**config.mk**
```make
export PLATFORM = sky130hd
export DESIGN_NAME = block_description_stream_parser_top
export DESIGN_NICKNAME = d
export VERILOG_FILES = /design/src/rtl/bdsp_pkg.sv /design/src/rtl/block_description_stream_parser_top.sv /design/src/rtl/bdsp_front.sv /design/src/rtl/bdsp_queue.sv /design/src/rtl/bdsp_back.sv
export SDC_FILE = /design/constraint.sdc
export NUM_CORES = 1
export LEC_CHECK = 0
export BUFFER_PORTS_ARGS = -buffer_cell sky130_fd_sc_hd__buf_2
export CAP_MARGIN = 20
export CORE_MARGIN = 3
export CORE_UTILIZATION = 61
export CTS_CLUSTER_SIZE = 30
export DETAILED_ROUTE_END_ITERATION = 8
export PLACE_DENSITY_LB_ADDON = 0.15
export SLEW_MARGIN = 20
export SYNTH_ARGS = -nofsm -noshare
export SYNTH_HDL_FRONTEND = slang
export SYNTH_HIERARCHICAL = 1
export SYNTH_SLANG_ARGS = --single-unit
```
**constraint.sdc**
```tcl
create_clock -name clk_i -period 6.51 [get_ports clk_i]
set_input_delay 1.6275 -clock clk_i [delete_from_list [all_inputs] [get_ports clk_i]]
set_output_delay 1.6275 -clock clk_i [all_outputs]
set_load 0.1 [all_outputs]
```
**src/rtl/bdsp_pkg.sv**
```systemverilog
// Package for the block description stream parser: item types, codes,
// name tables and small helpers. No dependencies.
`timescale 1ns / 1ps

package bdsp_pkg;

  localparam int LINE_BITS = 16;
  localparam int QDEPTH    = 4;
  localparam int QAW       = $clog2(QDEPTH);
  localparam int QCW       = $clog2(QDEPTH + 1);

  typedef struct packed {
    logic [7:0] byte_in;
    logic       at_end;
  } in_item_t;

  typedef struct packed {
    logic [2:0]  event_kind;
    logic [2:0]  field_id;
    logic [7:0]  value_byte;
    logic [3:0]  block_kind;
    logic [2:0]  error_kind;
    logic [15:0] line_number;
    logic        last;
  } out_item_t;

  // one queue entry: all results caused by one item (one or two)
  typedef struct packed {
    logic      two;
    out_item_t res_a;
    out_item_t res_b;
  } q_entry_t;

  typedef enum logic [2:0] {
    PH_OUTSIDE,
    PH_OPEN,
    PH_FIELD,
    PH_VALUE,
    PH_CLOSE
  } phase_e;

  localparam logic [2:0] EV_VALUE     = 3'd0;
  localparam logic [2:0] EV_FIELD_BEG = 3'd1;
  localparam logic [2:0] EV_FIELD_END = 3'd2;
  localparam logic [2:0] EV_DONE      = 3'd3;
  localparam logic [2:0] EV_ERROR     = 3'd4;
  localparam logic [2:0] EV_OK        = 3'd5;

  localparam logic [2:0] ERR_NONE     = 3'd0;
  localparam logic [2:0] ERR_JUNK     = 3'd1;
  localparam logic [2:0] ERR_NO_NL    = 3'd2;
  localparam logic [2:0] ERR_FIELD    = 3'd3;
  localparam logic [2:0] ERR_END      = 3'd4;

  localparam logic [2:0] FLD_TYPE     = 3'd0;
  localparam logic [3:0] KIND_UNKNOWN = 4'd8;

  localparam int NFIELD = 7;
  localparam int NKIND  = 8;

  localparam logic [7:0] CH_LF    = 8'h0A;
  localparam logic [7:0] CH_TAB   = 8'h09;
  localparam logic [7:0] CH_SP    = 8'h20;
  localparam logic [7:0] CH_LBR   = 8'h7B;
  localparam logic [7:0] CH_RBR   = 8'h7D;
  localparam logic [7:0] CH_EQ    = 8'h3D;

  localparam logic [7:0] FNAME_CHR [NFIELD][8] = '{
    '{"t", "y", "p", "e", 8'h00, 8'h00, 8'h00, 8'h00},
    '{"p", "a", "r", "t", 8'h00, 8'h00, 8'h00, 8'h00},
    '{"d", "a", "t", "a", 8'h00, 8'h00, 8'h00, 8'h00},
    '{"f", "i", "l", "e", 8'h00, 8'h00, 8'h00, 8'h00},
    '{"o", "p", "t", "i", "o",   "n",   8'h00, 8'h00},
    '{"i", "d", 8'h00, 8'h00, 8'h00, 8'h00, 8'h00, 8'h00},
    '{"t", "a", "r", "g", "e",   "t",   8'h00, 8'h00}
  };
  localparam logic [2:0] FNAME_LEN [NFIELD] = '{3'd4, 3'd4, 3'd4, 3'd4, 3'd6, 3'd2, 3'd6};

  localparam logic [7:0] KNAME_CHR [NKIND][8] = '{
    '{"c", "o", "l", "o", "r", 8'h00, 8'h00, 8'h00},
    '{"t", "e", "x", "t", 8'h00, 8'h00, 8'h00, 8'h00},
    '{"i", "m", "a", "g", "e", 8'h00, 8'h00, 8'h00},
    '{"s", "c", "r", "i", "p", "t",   8'h00, 8'h00},
    '{"s", "i", "g", "n", "a", "l",   8'h00, 8'h00},
    '{"d", "r", "a", "g", 8'h00, 8'h00, 8'h00, 8'h00},
    '{"i", "n", "f", "o", 8'h00, 8'h00, 8'h00, 8'h00},
    '{"a", "c", "c", "e", "s", "s",   8'h00, 8'h00}
  };
  localparam logic [2:0] KNAME_LEN [NKIND] = '{3'd5, 3'd4, 3'd5, 3'd6, 3'd6, 3'd4, 3'd4, 3'd6};

  function automatic logic is_space(input logic [7:0] c);
    is_space = (c == CH_SP) || ((c >= 8'd9) && (c <= 8'd13));
  endfunction

  // line count as shown on the result port, clipped to 16 bits
  function automatic logic [15:0] show_line(input logic [LINE_BITS-1:0] n);
    logic [31:0] w;
    w = 32'(n);
    show_line = (w > 32'h0000_FFFF) ? 16'hFFFF : w[15:0];
  endfunction

  function automatic out_item_t mk_res(input logic [2:0] ev, input logic [2:0] fid,
                                       input logic [7:0] vb, input logic [3:0] bk,
                                       input logic [2:0] ek);
    out_item_t r;
    r             = '0;
    r.event_kind  = ev;
    r.field_id    = fid;
    r.value_byte  = vb;
    r.block_kind  = bk;
    r.error_kind  = ek;
    mk_res        = r;
  endfunction

endpackage

```
**src/rtl/block_description_stream_parser_top.sv**
```systemverilog
// Top level of the block description stream parser: front end, event
// queue and result back end. Depends on bdsp_pkg and the three submodules.
//
//   channel   handshake        payload      direction
//   input     push / full      in_item_i    into block
//   result    empty / pop      out_item_o   out of block
//
// One input item is taken per cycle while the 4-entry event queue has room;
// the front end finishes each byte in the cycle it is accepted.
// An item makes 0, 1 or 2 results; results leave one per cycle from the output
// register while pop is asserted, so items with two results drain at half rate.
// A result is written to a queue entry and then loaded into the output register.
// Reset (async, active low) returns to outside-block phase, line 1.
`timescale 1ns / 1ps

module block_description_stream_parser_top (
  input  logic                clk_i,
  input  logic                rst_ni,
  input  logic                push,
  output logic                full,
  input  bdsp_pkg::in_item_t  in_item_i,
  output logic                empty,
  input  logic                pop,
  output bdsp_pkg::out_item_t out_item_o
);
  import bdsp_pkg::*;

  logic     accept;
  logic     q_wr, q_rd, q_full, q_empty;
  q_entry_t q_wdata, q_rdata;

  assign full   = q_full;
  assign accept = push && !q_full;

  bdsp_front u_front (
    .clk_i    (clk_i),
    .rst_ni   (rst_ni),
    .accept_i (accept),
    .item_i   (in_item_i),
    .q_wr_o   (q_wr),
    .q_data_o (q_wdata)
  );

  bdsp_queue u_queue (
    .clk_i     (clk_i),
    .rst_ni    (rst_ni),
    .wr_i      (q_wr),
    .wr_data_i (q_wdata),
    .rd_i      (q_rd),
    .rd_data_o (q_rdata),
    .full_o    (q_full),
    .empty_o   (q_empty)
  );

  bdsp_back u_back (
    .clk_i      (clk_i),
    .rst_ni     (rst_ni),
    .q_empty_i  (q_empty),
    .q_data_i   (q_rdata),
    .q_rd_o     (q_rd),
    .pop_i      (pop),
    .empty_o    (empty),
    .out_item_o (out_item_o)
  );

endmodule

```
**src/rtl/bdsp_front.sv**
```systemverilog
// Front end of the parser: accepts bytes, runs the phase machine and the
// name/kind match masks, and writes the resulting events to the queue.
// Depends on bdsp_pkg.
`timescale 1ns / 1ps

module bdsp_front (
  input  logic              clk_i,
  input  logic              rst_ni,
  input  logic              accept_i,
  input  bdsp_pkg::in_item_t item_i,
  output logic              q_wr_o,
  output bdsp_pkg::q_entry_t q_data_o
);
  import bdsp_pkg::*;

  phase_e                phase_q, phase_d;
  logic [NFIELD-1:0]     ncand_q, ncand_d;
  logic [2:0]            npos_q, npos_d;
  logic [2:0]            afield_q, afield_d;
  logic [NKIND-1:0]      kcand_q, kcand_d;
  logic [2:0]            kpos_q, kpos_d;
  logic [3:0]            kcode_q, kcode_d;
  logic [LINE_BITS-1:0]  line_q, line_d;
  logic                  halt_q, halt_d;

  logic [7:0]            c;
  logic [7:0]            lc;
  logic [LINE_BITS-1:0]  line_inc;
  logic [NFIELD-1:0]     nmask;
  logic                  fhit_v;
  logic [2:0]            fhit;
  logic [NKIND-1:0]      kmask;
  logic [3:0]            khit;
  logic [1:0]            nres;
  out_item_t             res_a, res_b;

  assign c  = item_i.byte_in;
  assign lc = ((c >= "A") && (c <= "Z")) ? (c + 8'd32) : c;

  assign line_inc = (!item_i.at_end && !halt_q && (c == CH_LF) && (line_q != '1))
                    ? line_q + 1'b1 : line_q;

  // field name match: survivors of the next byte, and the first full match
  always_comb begin
    nmask  = '0;
    fhit_v = 1'b0;
    fhit   = '0;
    for (int i = 0; i < NFIELD; i++) begin
      nmask[i] = ncand_q[i] && (npos_q < FNAME_LEN[i]) && (FNAME_CHR[i][npos_q] == c);
    end
    for (int i = NFIELD - 1; i >= 0; i--) begin
      if (ncand_q[i] && (FNAME_LEN[i] == npos_q)) begin
        fhit_v = 1'b1;
        fhit   = 3'(i);
      end
    end
  end

  // block kind match, case-folded
  always_comb begin
    kmask = '0;
    khit  = KIND_UNKNOWN;
    for (int i = 0; i < NKIND; i++) begin
      kmask[i] = kcand_q[i] && (kpos_q < KNAME_LEN[i]) && (KNAME_CHR[i][kpos_q] == lc);
    end
    for (int i = NKIND - 1; i >= 0; i--) begin
      if (kcand_q[i] && (KNAME_LEN[i] == kpos_q)) begin
        khit = 4'(i);
      end
    end
  end

  always_comb begin
    phase_d  = phase_q;
    ncand_d  = ncand_q;
    npos_d   = npos_q;
    afield_d = afield_q;
    kcand_d  = kcand_q;
    kpos_d   = kpos_q;
    kcode_d  = kcode_q;
    line_d   = line_q;
    halt_d   = halt_q;
    nres     = 2'd0;
    res_a    = mk_res(EV_OK, '0, '0, KIND_UNKNOWN, ERR_NONE);
    res_b    = mk_res(EV_OK, '0, '0, KIND_UNKNOWN, ERR_NONE);

    if (accept_i) begin
      if (item_i.at_end) begin
        if (!halt_q) begin
          if (phase_q == PH_CLOSE) begin
            res_a = mk_res(EV_DONE, '0, '0, kcode_q, ERR_NONE);
            nres  = 2'd2;
          end else if (phase_q == PH_OUTSIDE) begin
            nres  = 2'd1;
          end else begin
            res_a = mk_res(EV_ERROR, '0, '0, KIND_UNKNOWN, ERR_END);
            nres  = 2'd1;
          end
        end
        phase_d  = PH_OUTSIDE;
        ncand_d  = '1;
        npos_d   = '0;
        afield_d = '0;
        kcand_d  = '1;
        kpos_d   = '0;
        kcode_d  = KIND_UNKNOWN;
        line_d   = LINE_BITS'(1);
        halt_d   = 1'b0;
      end else if (!halt_q) begin
        line_d = line_inc;
        unique case (phase_q)
          PH_OUTSIDE: begin
            if (c == CH_LBR) begin
              phase_d = PH_OPEN;
            end else if (!is_space(c)) begin
              halt_d = 1'b1;
              res_a  = mk_res(EV_ERROR, '0, '0, KIND_UNKNOWN, ERR_JUNK);
              nres   = 2'd1;
            end
          end
          PH_OPEN: begin
            if ((c == CH_SP) || (c == CH_TAB)) begin
              phase_d = PH_OPEN;
            end else if (c != CH_LF) begin
              halt_d = 1'b1;
              res_a  = mk_res(EV_ERROR, '0, '0, KIND_UNKNOWN, ERR_NO_NL);
              nres   = 2'd1;
            end else begin
              phase_d = PH_FIELD;
              ncand_d = '1;
              npos_d  = '0;
              kcode_d = KIND_UNKNOWN;
              kcand_d = '1;
              kpos_d  = '0;
            end
          end
          PH_FIELD: begin
            if (is_space(c)) begin
              phase_d = PH_FIELD;
            end else if (c == CH_RBR) begin
              phase_d = PH_CLOSE;
            end else if (c == CH_EQ) begin
              if (!fhit_v) begin
                halt_d = 1'b1;
                res_a  = mk_res(EV_ERROR, '0, '0, KIND_UNKNOWN, ERR_FIELD);
              end else begin
                afield_d = fhit;
                phase_d  = PH_VALUE;
                ncand_d  = '1;
                npos_d   = '0;
                if (fhit == FLD_TYPE) begin
                  kcand_d = '1;
                  kpos_d  = '0;
                end
                res_a = mk_res(EV_FIELD_BEG, fhit, '0, KIND_UNKNOWN, ERR_NONE);
              end
              nres = 2'd1;
            end else if (nmask == '0) begin
              halt_d = 1'b1;
              res_a  = mk_res(EV_ERROR, '0, '0, KIND_UNKNOWN, ERR_FIELD);
              nres   = 2'd1;
            end else begin
              ncand_d = nmask;
              if (npos_q != 3'd7) npos_d = npos_q + 3'd1;
            end
          end
          PH_VALUE: begin
            if (c == CH_LF) begin
              if (afield_q == FLD_TYPE) kcode_d = khit;
              res_a   = mk_res(EV_FIELD_END, afield_q, '0, KIND_UNKNOWN, ERR_NONE);
              phase_d = PH_FIELD;
              ncand_d = '1;
              npos_d  = '0;
            end else begin
              if (afield_q == FLD_TYPE) begin
                kcand_d = kmask;
                if (kpos_q != 3'd7) kpos_d = kpos_q + 3'd1;
              end
              res_a = mk_res(EV_VALUE, afield_q, c, KIND_UNKNOWN, ERR_NONE);
            end
            nres = 2'd1;
          end
          PH_CLOSE: begin
            res_a   = mk_res(EV_DONE, '0, '0, kcode_q, ERR_NONE);
            nres    = 2'd1;
            phase_d = PH_OUTSIDE;
          end
          default: begin
            phase_d = PH_OUTSIDE;
          end
        endcase
      end
    end

    res_a.line_number = show_line(line_inc);
    res_b.line_number = show_line(line_inc);
    res_a.last        = (nres == 2'd1);
    res_b.last        = 1'b1;
  end

  assign q_wr_o         = accept_i && (nres != 2'd0);
  assign q_data_o.two   = (nres == 2'd2);
  assign q_data_o.res_a = res_a;
  assign q_data_o.res_b = res_b;

  always_ff @(posedge clk_i or negedge rst_ni) begin
    if (!rst_ni) begin
      phase_q  <= PH_OUTSIDE;
      ncand_q  <= '1;
      npos_q   <= '0;
      afield_q <= '0;
      kcand_q  <= '1;
      kpos_q   <= '0;
      kcode_q  <= KIND_UNKNOWN;
      line_q   <= LINE_BITS'(1);
      halt_q   <= 1'b0;
    end else begin
      phase_q  <= phase_d;
      ncand_q  <= ncand_d;
      npos_q   <= npos_d;
      afield_q <= afield_d;
      kcand_q  <= kcand_d;
      kpos_q   <= kpos_d;
      kcode_q  <= kcode_d;
      line_q   <= line_d;
      halt_q   <= halt_d;
    end
  end

endmodule

```
**src/rtl/bdsp_queue.sv**
```systemverilog
// Short queue between parser front and result back end; one entry holds
// the events of one input item. Depends on bdsp_pkg.
`timescale 1ns / 1ps

module bdsp_queue (
  input  logic               clk_i,
  input  logic               rst_ni,
  input  logic               wr_i,
  input  bdsp_pkg::q_entry_t wr_data_i,
  input  logic               rd_i,
  output bdsp_pkg::q_entry_t rd_data_o,
  output logic               full_o,
  output logic               empty_o
);
  import bdsp_pkg::*;

  q_entry_t         mem [QDEPTH];
  logic [QAW-1:0]   wp_q, wp_d;
  logic [QAW-1:0]   rp_q, rp_d;
  logic [QCW-1:0]   cnt_q, cnt_d;
  logic             do_wr, do_rd;

  assign full_o  = (cnt_q == QCW'(QDEPTH));
  assign empty_o = (cnt_q == '0);
  assign do_wr   = wr_i && !full_o;
  assign do_rd   = rd_i && !empty_o;
  assign rd_data_o = mem[rp_q];

  always_comb begin
    wp_d  = do_wr ? QAW'(wp_q + 1'b1) : wp_q;
    rp_d  = do_rd ? QAW'(rp_q + 1'b1) : rp_q;
    cnt_d = cnt_q;
    if (do_wr && !do_rd) cnt_d = cnt_q + 1'b1;
    else if (do_rd && !do_wr) cnt_d = cnt_q - 1'b1;
  end

  always_ff @(posedge clk_i) begin
    if (do_wr) mem[wp_q] <= wr_data_i;
  end

  always_ff @(posedge clk_i or negedge rst_ni) begin
    if (!rst_ni) begin
      wp_q  <= '0;
      rp_q  <= '0;
      cnt_q <= '0;
    end else begin
      wp_q  <= wp_d;
      rp_q  <= rp_d;
      cnt_q <= cnt_d;
    end
  end

endmodule

```
**src/rtl/bdsp_back.sv**
```systemverilog
// Back end: unpacks queue entries into single results and holds the
// current result in an output register. Depends on bdsp_pkg.
`timescale 1ns / 1ps

module bdsp_back (
  input  logic                clk_i,
  input  logic                rst_ni,
  input  logic                q_empty_i,
  input  bdsp_pkg::q_entry_t  q_data_i,
  output logic                q_rd_o,
  input  logic                pop_i,
  output logic                empty_o,
  output bdsp_pkg::out_item_t out_item_o
);
  import bdsp_pkg::*;

  logic      cur_v_q, cur_v_d;
  logic      sec_v_q, sec_v_d;
  out_item_t cur_q, cur_d;
  out_item_t sec_q, sec_d;
  logic      adv;

  // output register frees up when empty or taken this cycle
  assign adv = !cur_v_q || pop_i;

  always_comb begin
    cur_v_d = cur_v_q;
    sec_v_d = sec_v_q;
    cur_d   = cur_q;
    sec_d   = sec_q;
    q_rd_o  = 1'b0;
    if (adv) begin
      if (sec_v_q) begin
        cur_d   = sec_q;
        cur_v_d = 1'b1;
        sec_v_d = 1'b0;
      end else if (!q_empty_i) begin
        q_rd_o  = 1'b1;
        cur_d   = q_data_i.res_a;
        cur_v_d = 1'b1;
        sec_d   = q_data_i.res_b;
        sec_v_d = q_data_i.two;
      end else begin
        cur_v_d = 1'b0;
      end
    end
  end

  always_ff @(posedge clk_i or negedge rst_ni) begin
    if (!rst_ni) begin
      cur_v_q <= 1'b0;
      sec_v_q <= 1'b0;
    end else begin
      cur_v_q <= cur_v_d;
      sec_v_q <= sec_v_d;
    end
  end

  always_ff @(posedge clk_i) begin
    cur_q <= cur_d;
    sec_q <= sec_d;
  end

  assign empty_o    = !cur_v_q;
  assign out_item_o = cur_q;

endmodule

```
==> out/metrics.cfg <==
[synth]
synth.top_cell.area_share_pct=57.51
yosys-top-cells-count=edfxtp_1, mux4_2, nor2_1, buf_4, nand2_1
synth.avg_cell_area_um2=15.90
netlist_area_um2=20050
yosysUniqueCellTypes=98
synthCells=1261
yosysMostFrequentCell=edfxtp_1
synth_edf_count=384
ys_warn_count=6
synthArstFlopShare_pct=12.93
synth_sequential_area_ratio_pct=64.73
yosys.area.top_type=edfxtp_1
synth.area.top_cells=edfxtp_1, mux4_2, dfrtp_1
synth_seq_cells=441
synth_flop_cell=edfxtp_1

[cells_and_area]
area_delta_synth_final_pct=8.910
finalNetCount=1321
instances_no_fill=1752
antenna_cells=0
drive_above_1_share_pct=23.31

[clocking]
hold_buffers=0
postCtsSetupBuffers=0
clock-sinks=441
numCtsBuffers=45
cts_buffer_depth=3
cts_root_buffer=clkbuf_16
path_clk_slew_ns=0.06
clkLatencyLatePin_ns=0.54
cts_tree=yes
h-tree-depth=2
ctsResizeCount=0

[setup_path]
critPathKind=in -> reg
critPathLaunchType=primary input
slowest_delay_ns=0.68
crit_fanout=40
worstPathRequired_ns=6.72
r2r_slack_ns=1.77
cpMaxStageDelayCell=and2_4
worstPathArrival_ns=5.22
path_cells=buf_2 > and2b_1 > a32oi_1 > o32ai_1 > a211oi_4 > nand4_1 > a21oi_1 > nor2b_1 > and2_4 > buf_12
end_kind=register

[pwr]
swShare_pct=34.58
pwr-share-seq_pct=41.9
p_leak_nw=7.556
powerDensity_nw_per_um2=452.5
combPwrFrac_pct=32.1
power.internal_mw=6.464
irDropWorstVdd_uv=336.0
switchingPower_mw=3.417
clockPowerShare_pct=26.0

[global_routing]
grt_use_total_pct=22.91
grt_max_degree=58
antenna_found_initial=1
grt_pass1_vias=11130
grt.overflow.total=0
grt_pass1_wl_um=63690

[placement]
pre_cts_slack_ns=0.9756
dp.cells=1670
place_hpwl_um=24110
place_congestion=0.9028
io_buffers=52

[timing]
finalSetupViolCount=0
fmax_mhz=199.7
finClkSkew_ns=0.02337
max_slew_margin_pct=31.81
hold_viol_final=0
setup_tns_ns=0
period_needed_ns=5.008
finalMaxSlewViolations=0
rsz0062_at_grt=no
fin_ws_ns=1.502
worst_slew_pin_slew_ns=1.015
min_period_over_period_pct=76.93

[route]
drtPass1Iterations=5
top_layer=met5
route.met3.wl_um=2057
drtIter0Drc=827
wl_per_cell_um=22.55
vias_per_cell=6.201
antenna_left=0
wl_met1_um=16880
wirelength_um=39510
routed-wl-met2_um=19860
route.detailed.drc=0
via_count=10870

[floorplan]
die_h_um=187.3
pin_count=53
die_w_um=187.3
dieArea_um2=35080
coreArea_um2=31960
start_util_pct=62.74
rows=65

[status]
status=complete, no violations

[flow_run]
cap_violations=0

[worst_hold_path]
hold_class=reg -> reg

[worst max-delay path: cells and delay by family]
family / cells / cell delay (ns)
and+or+nand+nor: 4 / 1.68
buffers and inverters: 2 / 0.83
AOI/OAI and AO/OA: 4 / 1.03
[worst paths after layout]
check / startpoint / to / depth (start not counted)
max in group asynchronous: rst_ni / u_queue/rp_q[1] / 2
worst max-delay path: in_item_i[5] / u_queue/mem[2][48] / 10
worst min-delay path: u_queue/cnt_q[2] / u_queue/cnt_q[2] / 1
worst max register to register: u_front/npos_q[1] / u_queue/mem[2][48] / 11
min in group asynchronous: rst_ni / u_front/npos_q[1] / 2
worst min register to register: u_queue/cnt_q[2] / u_queue/cnt_q[2] / 1
[sequential cells by signal (all words and copies together), names as in the netlist, 3 cells and up]
name	cells
u_front/ncand_q	7
u_queue/cnt_q	3
u_front/phase_q	3
u_front/npos_q	3
u_queue/mem	308
u_front/line_q	16
u_back/out_item_o	38
u_front/afield_q	3
u_front/kpos_q	3
u_front/kcode_q	4
u_front/kcand_q	8
u_back/sec_q	38
[cell usage in the layout, fill, tap and decap left out, drive strengths merged, types with 17 or more instances in the layout]
cell and count:
and3 17, nor3 22, mux2 42, edfxtp 384, clkinv 18, nand2 43
nor2b 22, nor2 51, xor2 19, clkbuf 54, ha 25, nand4 18
conb 22, mux4 77, o21ai 36, dfrtp 40, buf 66, dfstp 17
xnor2 35, inv 38, a21oi 29, nand3 32
[metal layers]
| metal | vias to the layer above | track usage [%] |
|---|---|---|
| met1 | 5550 | 32.60 |
| li1 | 4922 | - |
| met4 | 2 | 5.321 |
| met3 | 54 | 2.942 |
| met2 | 337 | 38.47 |
| met5 | - | 0 |
[logic make-up after synthesis]
kind of cell / count (synthesis) / share of synthesized area, %
buf+inv: 149 / 4.536
flops: 441 / 64.73
fa+ha+maj: 26 / 1.660
mux: 123 / 11.90
xor+xnor: 54 / 2.359
other cells: 2 / 0.03745
simple gates: 289 / 8.280
compound gates: 177 / 6.502
[power groups by stage]
stage,Combinational [mW],Sequential (mW),Clock [mW]
after floorplan,1.84,4.95,0
after global placement,3.17,4.18,0
after detailed placement,3.21,4.20,0
after CTS,3.21,4.15,2.61
after global routing,3.37,4.21,2.74
final,3.17,4.14,2.57
[cell type report]
| type | count | area, µm² |
|---|---|---|
| timing repair buffer | 66 | 415.4 |
| fill | 2136 | 10120 |
| clock buffer | 54 | 1181 |
| clock inverter | 28 | 306.5 |
| multi-input combinational | 691 | 6265 |
| sequential | 441 | 12990 |
| tap | 435 | 544.3 |
| inverter | 37 | 138.9 |
[per-stage QoR]
stage	instance area [µm²]	util, %	hold slack (ns)	total power [mW]
CTS	21840	68.33	0.4903	9.975
detailed placement	20350	63.67	0.4706	7.405
global placement	20350	63.67	0.4692	7.353
finish	21840	68.33	0.4868	9.881
global route	21840	68.33	0.5420	10.32
floorplan	20130	-	0.4453	6.782
(Power assumes the default switching activity.)
